## src/tpps_pkg.sv

```systemverilog
// Shared constants and types for the timer prescaler/period splitter.
package tpps_pkg;

  // Default width of the timer period counter.
  localparam int COUNT_BITS_DEF = 16;
  // Quotient bits resolved by the cell chain; the quotient never exceeds 16 bits.
  localparam int QuotBits = 16;
  // Divisor width, holds 1..65536.
  localparam int DsrBits = 17;
  localparam int TotalBits = 32;
  localparam logic [DsrBits-1:0] PrescaleMax = 17'h10000;

  // Data handed from one division cell to the next.
  typedef struct packed {
    logic [DsrBits-1:0]  rem;  // partial remainder, always below dsr
    logic [QuotBits-1:0] dvd;  // dividend bits not yet shifted in, MSB first
    logic [DsrBits-1:0]  dsr;  // prescale, the divisor
    logic [QuotBits-1:0] quo;  // quotient bits resolved so far
  } div_t;

endpackage

```

## src/tpps_in_if.sv

```systemverilog
// Input channel: one total period per beat.
interface tpps_in_if;
  logic                             valid;
  logic                             ready;
  logic [tpps_pkg::TotalBits-1:0]   total_cycles;

  modport source (output valid, output total_cycles, input ready);
  modport sink (input valid, input total_cycles, output ready);
endinterface

```

## src/tpps_out_if.sv

```systemverilog
// Output channel: prescale, period count and packed register word per beat.
interface tpps_out_if;
  logic                             valid;
  logic                             ready;
  logic [tpps_pkg::DsrBits-1:0]     prescale;
  logic [tpps_pkg::QuotBits-1:0]    period_count;
  logic [tpps_pkg::TotalBits-1:0]   packed_word;

  modport source (output valid, output prescale, output period_count, output packed_word,
                  input ready);
  modport sink (input valid, input prescale, input period_count, input packed_word,
                output ready);
endinterface

```

## src/tpps_prep.sv

```systemverilog
// Entry stage: derives the prescale and seeds the division chain.
module tpps_prep #(
  parameter int COUNT_BITS = tpps_pkg::COUNT_BITS_DEF
) (
  input  logic                           clk,
  input  logic                           rst,
  input  logic                           valid_up,
  input  logic [tpps_pkg::TotalBits-1:0] total,
  output logic                           ready_up,
  output logic                           valid,
  output tpps_pkg::div_t                 data,
  input  logic                           ready_dn
);

  logic [tpps_pkg::TotalBits-1:0] shifted;
  logic [tpps_pkg::DsrBits-1:0]   pre;
  tpps_pkg::div_t                 data_next;

  assign ready_up = !valid || ready_dn;

  // prescale = min((total >> COUNT_BITS) + 1, 65536)
  always_comb begin
    shifted = total >> COUNT_BITS;
    if (shifted[tpps_pkg::TotalBits-1:tpps_pkg::QuotBits] != '0) begin
      pre = tpps_pkg::PrescaleMax;
    end else begin
      pre = {1'b0, shifted[tpps_pkg::QuotBits-1:0]} + tpps_pkg::DsrBits'(1);
    end
    data_next.rem = {1'b0, total[tpps_pkg::TotalBits-1:tpps_pkg::QuotBits]};
    data_next.dvd = total[tpps_pkg::QuotBits-1:0];
    data_next.dsr = pre;
    data_next.quo = '0;
  end

  always_ff @(posedge clk) begin
    if (rst) begin
      valid <= 1'b0;
    end else if (ready_up) begin
      valid <= valid_up;
    end
  end

  always_ff @(posedge clk) begin
    if (ready_up && valid_up) begin
      data <= data_next;
    end
  end

endmodule

```

## src/tpps_div_cell.sv

```systemverilog
// One restoring-division cell: resolves one quotient bit per beat.
module tpps_div_cell (
  input  logic           clk,
  input  logic           rst,
  input  logic           valid_up,
  input  tpps_pkg::div_t data_up,
  output logic           ready_up,
  output logic           valid,
  output tpps_pkg::div_t data,
  input  logic           ready_dn
);

  logic [tpps_pkg::DsrBits:0] trial;
  logic                       qbit;
  tpps_pkg::div_t             data_next;

  assign ready_up = !valid || ready_dn;

  always_comb begin
    trial = {data_up.rem, data_up.dvd[tpps_pkg::QuotBits-1]};
    qbit  = trial >= {1'b0, data_up.dsr};
    data_next.dsr = data_up.dsr;
    data_next.dvd = {data_up.dvd[tpps_pkg::QuotBits-2:0], 1'b0};
    data_next.quo = {data_up.quo[tpps_pkg::QuotBits-2:0], qbit};
    if (qbit) begin
      data_next.rem = tpps_pkg::DsrBits'(trial - {1'b0, data_up.dsr});
    end else begin
      data_next.rem = trial[tpps_pkg::DsrBits-1:0];
    end
  end

  always_ff @(posedge clk) begin
    if (rst) begin
      valid <= 1'b0;
    end else if (ready_up) begin
      valid <= valid_up;
    end
  end

  always_ff @(posedge clk) begin
    if (ready_up && valid_up) begin
      data <= data_next;
    end
  end

endmodule

```

## src/timer_prescaler_period_split.sv

```systemverilog
// Top level of the timer prescaler/period splitter.
//
// Splits a 32-bit timer period (in input-clock cycles) into a prescale
// (1..65536, the smallest divider whose quotient fits in COUNT_BITS bits,
// capped at 65536) and a period count (total / prescale, low COUNT_BITS bits),
// plus the packed register word (prescale << 16) + count, modulo 2^32, so a
// prescale of 65536 drops out of the word. One result beat per input beat,
// in order. Throughput is one beat per clock while the output is not stalled.
// An accepted beat lands in the entry stage on the accepting edge, then
// moves through a chain of 16 division cells, each resolving one quotient
// bit, and into the output register. Every stage has its own valid bit
// and stalls only when it is full and the stage after it cannot take a
// beat, so the input keeps taking beats while a result waits as long as
// there is a bubble anywhere in the chain.
module timer_prescaler_period_split #(
  parameter int COUNT_BITS = tpps_pkg::COUNT_BITS_DEF
) (
  input  logic          clk,
  input  logic          rst,
  tpps_in_if.sink       period,
  tpps_out_if.source    split
);

  localparam int NCells = tpps_pkg::QuotBits;
  // Keep only the low COUNT_BITS bits of the quotient.
  localparam logic [tpps_pkg::QuotBits-1:0] CountMask =
    tpps_pkg::QuotBits'((64'd1 << COUNT_BITS) - 64'd1);

  // Stage 0 is the entry stage, stages 1..NCells the division cells.
  tpps_pkg::div_t stage_data  [0:NCells];
  logic           stage_valid [0:NCells];
  logic           stage_ready [0:NCells];

  logic                            out_valid;
  logic                            out_ready_up;
  logic [tpps_pkg::DsrBits-1:0]    out_prescale;
  logic [tpps_pkg::QuotBits-1:0]   out_count;
  logic [tpps_pkg::TotalBits-1:0]  out_word;
  logic [tpps_pkg::QuotBits-1:0]   count_next;

  // Entry: prescale and the seed remainder.
  tpps_prep #(
    .COUNT_BITS (COUNT_BITS)
  ) u_prep (
    .clk      (clk),
    .rst      (rst),
    .valid_up (period.valid),
    .total    (period.total_cycles),
    .ready_up (period.ready),
    .valid    (stage_valid[0]),
    .data     (stage_data[0]),
    .ready_dn (stage_ready[0])
  );

  // Division chain, quotient MSB first.
  for (genvar i = 1; i <= NCells; i++) begin : g_cell
    tpps_div_cell u_cell (
      .clk      (clk),
      .rst      (rst),
      .valid_up (stage_valid[i-1]),
      .data_up  (stage_data[i-1]),
      .ready_up (stage_ready[i-1]),
      .valid    (stage_valid[i]),
      .data     (stage_data[i]),
      .ready_dn (stage_ready[i])
    );
  end

  // Output register.
  assign out_ready_up        = !out_valid || split.ready;
  assign stage_ready[NCells] = out_ready_up;
  assign count_next          = stage_data[NCells].quo & CountMask;

  always_ff @(posedge clk) begin
    if (rst) begin
      out_valid <= 1'b0;
    end else if (out_ready_up) begin
      out_valid <= stage_valid[NCells];
    end
  end

  always_ff @(posedge clk) begin
    if (out_ready_up && stage_valid[NCells]) begin
      out_prescale <= stage_data[NCells].dsr;
      out_count    <= count_next;
      // Count is below 2^16, so the add is a plain concatenation.
      out_word     <= {stage_data[NCells].dsr[tpps_pkg::QuotBits-1:0], count_next};
    end
  end

  assign split.valid        = out_valid;
  assign split.prescale     = out_prescale;
  assign split.period_count = out_count;
  assign split.packed_word  = out_word;

  // Prescale is never zero and never above 65536.
  a_prescale_range: assert property (@(posedge clk) disable iff (rst)
    split.valid |-> (split.prescale != '0 && split.prescale <= tpps_pkg::PrescaleMax))
    else $error("prescale out of range");

  // Packed word carries the low prescale bits and the count.
  a_word_fields: assert property (@(posedge clk) disable iff (rst)
    split.valid |-> (split.packed_word[tpps_pkg::QuotBits-1:0] == split.period_count &&
                     split.packed_word[tpps_pkg::TotalBits-1:tpps_pkg::QuotBits] ==
                     split.prescale[tpps_pkg::QuotBits-1:0]))
    else $error("packed word does not match fields");

  // Remainder leaving the chain stays below the divisor.
  a_rem_below: assert property (@(posedge clk) disable iff (rst)
    stage_valid[NCells] |-> stage_data[NCells].rem < stage_data[NCells].dsr)
    else $error("division remainder not below prescale");

  // An accepted beat lands in the entry stage.
  a_entry_fill: assert property (@(posedge clk) disable iff (rst)
    (period.valid && period.ready) |=> stage_valid[0])
    else $error("accepted beat lost at entry");

endmodule
```

## src/flat_wrapper.sv

```systemverilog
// flat-port wrapper written by rule: the top's interface ports become plain ports
module timer_prescaler_period_split_flat 
#(
  parameter int COUNT_BITS = tpps_pkg::COUNT_BITS_DEF
)
  (clk, rst, period_valid, period_total_cycles, period_ready, split_valid, split_prescale, split_period_count, split_packed_word, split_ready);
  tpps_in_if period_i ();
  tpps_out_if split_i ();
  input  logic clk;
  input  logic rst;
  input wire logic [$bits(period_i.valid)-1:0] period_valid;
  input wire logic [$bits(period_i.total_cycles)-1:0] period_total_cycles;
  output wire logic [$bits(period_i.ready)-1:0] period_ready;
  output wire logic [$bits(split_i.valid)-1:0] split_valid;
  output wire logic [$bits(split_i.prescale)-1:0] split_prescale;
  output wire logic [$bits(split_i.period_count)-1:0] split_period_count;
  output wire logic [$bits(split_i.packed_word)-1:0] split_packed_word;
  input wire logic [$bits(split_i.ready)-1:0] split_ready;
  assign period_i.valid = period_valid;
  assign period_i.total_cycles = period_total_cycles;
  assign period_ready = period_i.ready;
  assign split_valid = split_i.valid;
  assign split_prescale = split_i.prescale;
  assign split_period_count = split_i.period_count;
  assign split_packed_word = split_i.packed_word;
  assign split_i.ready = split_ready;
  timer_prescaler_period_split #(.COUNT_BITS(COUNT_BITS)) u_core (.clk(clk), .rst(rst), .period(period_i), .split(split_i));
endmodule
```

## config.mk

```make
export PLATFORM = sky130hd
export DESIGN_NAME = timer_prescaler_period_split_flat
export DESIGN_NICKNAME = d
export VERILOG_FILES = /design/src/tpps_pkg.sv /design/src/tpps_in_if.sv /design/src/tpps_out_if.sv /design/src/tpps_prep.sv /design/src/tpps_div_cell.sv /design/src/timer_prescaler_period_split.sv /design/src/flat_wrapper.sv
export SDC_FILE = /design/constraint.sdc
export NUM_CORES = 1
export LEC_CHECK = 0
export BUFFER_PORTS_ARGS = -buffer_cell sky130_fd_sc_hd__buf_2
export CAP_MARGIN = 25
export CELL_PAD_IN_SITES_DETAIL_PLACEMENT = 1
export CELL_PAD_IN_SITES_GLOBAL_PLACEMENT = 1
export CORE_MARGIN = 3
export CORE_UTILIZATION = 30
export CTS_CLUSTER_SIZE = 20
export DETAILED_ROUTE_END_ITERATION = 8
export PLACE_DENSITY_LB_ADDON = 0.1
export SLEW_MARGIN = 20
export SYNTH_ARGS = -nofsm -noshare
export SYNTH_HDL_FRONTEND = slang
export SYNTH_SLANG_ARGS = --single-unit
```

## constraint.sdc

```tcl
create_clock -name clk -period 7.8 [get_ports clk]
set_input_delay 0 -clock clk [delete_from_list [all_inputs] [get_ports clk]]
set_output_delay 0 -clock clk [all_outputs]
set_load 0.1 [all_outputs]
```

### Word-level counts from Yosys, hierarchy flattened

Index checks and enable logic that the tools add are counted.

* muxes and demuxes: 15
* $lt $le $gt $ge: 16
* reductions and logical operators: 54
* add/sub/neg operators: 16

Operator list (number)
* $ge 18x17->1: 15
* $mux 17: 15
* $sub 17x17->17: 15
* $logic_and 1x1->1: 18
* $logic_not 1->1: 18
* $logic_or 1x1->1: 18
* $add 16x1->17 const B: 1
* $ge 17x17->1: 1

* output and inout port bits: 67
* flip-flop bits (word level): 915
* input bits: 36
* logic and storage cells: 187

### Longest topological paths before layout

* depth after elaboration: 20
* gate-level depth with buffers: 13
* gate-level depth less buffers: 11

### Hierarchy

A second synthesis with hierarchy kept.

* cell total of the unflattened synthesis: 3770
* area, all modules: 54242.0 um2

Modules (own cells, without submodules)
* tpps_div_cell: area an instance 3186.8 um2, cells an instance 224, times used 16, seq. area each 1971.9 um2
* tpps_prep: area an instance 1966.9 um2, cells an instance 116, times used 1, seq. area each 1491.4 um2
* timer_prescaler_period_split: area an instance 1286.2 um2, cells an instance 70, times used 1, seq. area each 1011.0 um2

### Worst setup path before layout

No wires, ideal clock.

* path type: flip-flop to flip-flop
* start point: register u_core.out_valid, in the netlist u_core.split.valid
* end point: register u_core.g_cell[4].u_cell.data[0] (netlist bit) (enable)
* stages on the path, launching flop included: 8
* setup slack: 1830 ps
* buffers on the path: 0
* library setup time: 534 ps
* period minus slack after synthesis: 5970 ps
* arrival time: 5436 ps
* path through: dfxtp_1 nor2b_1 and3_1 nand4_1 nor2_1 and2_1 and3_1 a21boi_0

* cells in the longest elaborated chain, start to end: 16

RTL lines
* start: declaration: RTL line timer_prescaler_period_split.sv:34 `logic out_valid;`
* start signal: assignment: RTL line timer_prescaler_period_split.sv:78 `out_valid <= stage_valid[NCells];`
* $logic_not 1->1: RTL line timer_prescaler_period_split.sv:70 `assign out_ready_up = !out_valid || split.ready;`
* $logic_or 1x1->1: RTL line timer_prescaler_period_split.sv:70
* $logic_or 1x1->1 (13 in a row): RTL line tpps_div_cell.sv:17 `assign ready_up = !valid || ready_dn;`
* $logic_and 1x1->1: RTL line tpps_div_cell.sv:41 `if (ready_up && valid_up) begin`
* end signal: assignment: RTL line tpps_div_cell.sv:42 `data <= data_next;`
* end: declaration: RTL line tpps_div_cell.sv:9 `output tpps_pkg::div_t data,`

Every way passes these cells.
A chain may end at the register's enable or synchronous reset.

### Final worst setup path

* start point: register u_core.out_valid, in the netlist u_core.split.valid
* end point: output port period_ready

* cells in the longest elaborated chain, start to end: 19

RTL lines
* $logic_not 1->1: RTL line timer_prescaler_period_split.sv:70
* $logic_or 1x1->1: RTL line timer_prescaler_period_split.sv:70
* $logic_or 1x1->1 (16 in a row): RTL line tpps_div_cell.sv:17
* $logic_or 1x1->1: RTL line tpps_prep.sv:19 `assign ready_up = !valid || ready_dn;`
* end: declaration: RTL line flat_wrapper.sv:13 `output wire logic [$bits(period_i.ready)-1:0] period_ready;`

Every way passes these cells.

==> run_results.csv <==
group,metric,value,unit
run_status,outcome,"finished clean",
drt,remaining_drc_errors,0,
clock_network,clock_tree_from_tritoncts,"yes",
clock_network,cts.sinks,883,
sta,timing.final.ws_setup,4.19,ns
clock_network,worst_skew_late_latency,0.70,ns
drt,routed_via_density,4.66,
global_route,grt-ovfl-total,0,
worst_setup_path,timing.critical_path.to_type,"output pin",
floorplan,chipHeight,384,um
sta,share_of_the_clock_period_used_by_the_worst_path_after_layout,46.2,%
clock_network,post_cts_resized,0,
pwr,cellLeakagePower,18.8,nW
logic_synthesis,synthesis.area,42900,um^2
drt,drtPass1Iterations,5,
floorplan,top_level_ports,103,
cells_and_area,inserted_diodes,0,
logic_synthesis,netlist.top_cell.by_area,"sky130_fd_sc_hd__edfxtp_1",
sta,report.final.slew_viol_count,0,
drt,via_count,25700,
worst_setup_path,critical_path.max_fanout,7,
sta,clock.fmax,277,MHz
logic_synthesis,seq_area_frac_synth,61.4,%
logic_synthesis,ys_types,75,
logic_synthesis,ys_warn_count,0,
clock_network,buffers_from_clock_root_to_sink_at_most,3,
logic_synthesis,synth_top_cells_by_count,"sky130_fd_sc_hd__edfxtp_1 (865), sky130_fd_sc_hd__inv_1 (331), sky130_fd_sc_hd__ha_1 (273), sky130_fd_sc_hd__nor2_1 (260), sky130_fd_sc_hd__o21ai_0 (176)",
floorplan,floorplan.die.width,384,um
min_path,min_delay_path_depth,2,
place,dp_slack,4.05,ns
logic_synthesis,synth_cells,3325,
drt,routed_wirelength,100,mm
pwr,power,10.9,mW
logic_synthesis,synthFlopType,"sky130_fd_sc_hd__edfxtp_1",
worst_setup_path,path_class,"register to output pin",
logic_synthesis,synth_top_cell_area_share,60.5,%
logic_synthesis,async_reset_ff_share,0,%
sta,setup_total_negative_slack,0,ns
logic_synthesis,synth_top_cells_by_area,"sky130_fd_sc_hd__edfxtp_1 (61%), sky130_fd_sc_hd__ha_1 (8.0%), sky130_fd_sc_hd__mux2_2 (3.2%)",
worst_setup_path,critical_path.startpoint_type,"register",
floorplan,dieArea,148000,um^2
sta,timing.hold.ws,0.0730,ns
cells_and_area,drive_gt1_share,13.3,%
min_path,hold_path_startpoint,"period_total_cycles[21]",
cells_and_area,final_util,35.2,%
flow_run,maxCapViolCount,0,
clock_network,cts_made_buffers,105,
sta,post_layout_minimum_cycle_time,3.61,ns
cells_and_area,areaGrowthSynthToFinish,16.4,%
worst_setup_path,reg2reg_slack,4.24,ns
logic_synthesis,synthesis.area_per_instance,12.9,um^2
place,hpwl_after_dpl,75.4,mm
worst_setup_path,r2r.worst_path.cells,10,
floorplan,floorplan.rows,138,
sta,unrepaired_setup_endpoints_after_global_routing,"no",
clock_network,clock_tree.root_cell,"sky130_fd_sc_hd__clkbuf_16",
global_route,antenna_found_initial,2,
drt,ant_nets,0,
logic_synthesis,ys_seq_elements,883,
global_route,grt_max_degree,51,
floorplan,start_util,30.3,%
worst_setup_path,required,7.80,ns
min_path,worstHoldPathType,"input pin to register",
min_path,worst_hold_path.endpoint,"u_core.u_prep.data[54]",
sta,maxSlewHeadroom,47.7,%
logic_synthesis,synth.net_count,3649,
floorplan,placeableCoreArea,142000,um^2
place,port_buffers,102,
sta,setup_viol,0,
pwr,power-per-cell-area,218,nW/um^2
sta,measured_slew_at_the_worst_slew_check_pin,0.780,ns
worst_setup_path,worst-endpoint-arrival,3.61,ns
global_route,grt_pass1_vias,27200,
logic_synthesis,synth_edf_count,865,
sta,clock-skew-final,0.0282,ns
logic_synthesis,yosys.cell_count.top_type,"sky130_fd_sc_hd__edfxtp_1",
sta,finalHoldViolations,0,
worst_setup_path,critical_path.reg2reg.endpoint,"u_core.g_cell[1].u_cell.data[65]",
worst_setup_path,worst_r2r_src,"u_core.u_prep.data[16]",
cells_and_area,final_nets,3868,
global_route,grt_pass1_wl,157,mm
pwr,ir_worst_vdd,0.000187,V
clock_network,clock_tree.htree_level_count,3,
place,gpl.final_weighted_congestion,0.822,
drt,detail_route.wl_per_cell,18.1,um
global_route,track_usage,13.5,%
clock_network,clock_transition_at_the_register_clock_pins_on_the_worst_setup_and_hold_paths_after_cts,0.06,ns
drt,number_of_drc_markers_in_iteration_0,1157,
cells by family (layout without fill, tap and decap cells):
kind of cell               after synthesis  after routing  synth area share (%)
buffers and inverters                  410            717                  3.95
AOI/OAI and AO/OA                      679            679                  10.4
muxes                                  137            137                  3.55
xor gates and xnor gates               198            198                  4.04
adders and majority gates              288            288                  8.66
and+or+nand+nor                        730            730                  8.00
DFF                                    883            883                  61.4
critical path, cell delays in order (launching register included):
cell and delay, ns:
sky130_fd_sc_hd__dfxtp_1 0.32, sky130_fd_sc_hd__nor2b_1 0.33, sky130_fd_sc_hd__and3_1 0.42, sky130_fd_sc_hd__nand4_1 0.23
sky130_fd_sc_hd__nor3_1 0.49, sky130_fd_sc_hd__and4_1 0.55, sky130_fd_sc_hd__nand4_1 0.22, sky130_fd_sc_hd__buf_2 0.34
report_power, final:
part | internal, mW | total [mW] | switching (mW)
Sequential | 5.28 | 5.33 | 0.0562
Clock | 3.00 | 4.96 | 1.97
Combinational | 0.280 | 0.606 | 0.326
final cells by class:
class / count / area (um^2)
Fill cell: 15100 / 91800
Multi-Input combinational cell: 2032 / 15100
Tap cell: 1890 / 2360
Timing Repair Buffer: 189 / 1360
Clock buffer: 125 / 2780
Inverter: 333 / 1250
Clock inverter: 70 / 744
Sequential cell: 883 / 26300
metal layers:
| layer | share of wire, % | track usage, % | vias up |
|---|---|---|---|
| met4 | 2.7 | 3.89 | 0 |
| met2 | 51 | 24.4 | 264 |
| met3 | 2.6 | 2.18 | 155 |
| met5 | 0 | 0 | - |
| met1 | 43 | 16.5 | 12600 |
| li1 | - | - | 12600 |
layout by cell type (no fill, tap or decap), drive strengths merged, types with 16 or more instances in the layout:
cell type,n
a21o,71
a21oi,176
a31oi,22
and2,18
and3,25
buf,129
clkbuf,125
clkinv,48
dfxtp,18
dlygate4sd3,60
edfxtp,865
ha,273
inv,337
mux2,121
mux2i,16
nand2,160
nand2b,38
nand3,41
nand4,28
nor2,260
nor2b,55
nor3,49
o21a,49
o21ai,183
o31a,19
o31ai,16
or3,25
xnor2,110
xor2,88
timing repair:
item / in CTS / in global routing
buffers inserted: 0 / 0
setup endpoints to repair: 0 / 0
hold buffers: 60 / 0
endpoints found under the hold margin: 67 / 0
through the flow:
stage,cell area (um^2),cells
2_1_floorplan,42900,3325
3_3_place_gp,45700,5262
3_5_place_dp,45700,5263
4_1_cts,49900,5518
5_1_grt,50000,5522
6_report,50000,5522
sequential cells by signal, summed over array words and instances (netlist names):
register	count
u_core.g_cell.u_cell.data	783
u_core.u_prep.data	49
u_core.split.packed_word	31
u_core.g_cell.u_cell.valid	16
u_core.split.prescale	2
u_core.split.valid	1
u_core.u_prep.valid	1
how the worst max path moves through the flow:
stage	from	to	slack, ns	cells past startpoint
after CTS	u_core.u_prep.data[52]	u_core.g_cell[1].u_cell.data[60]	4.03	9
after detailed placement	u_core.u_prep.data[52]	u_core.g_cell[1].u_cell.data[60]	4.05	9
after floorplan	u_core.split.valid	u_core.g_cell[4].u_cell.data[0]	1.83	7
after global placement	u_core.u_prep.data[52]	u_core.g_cell[1].u_cell.data[60]	4.14	9
after global routing	u_core.split.valid	period_ready	3.84	7
final	u_core.split.valid	period_ready	4.19	7
(Power assumes the default switching activity.)
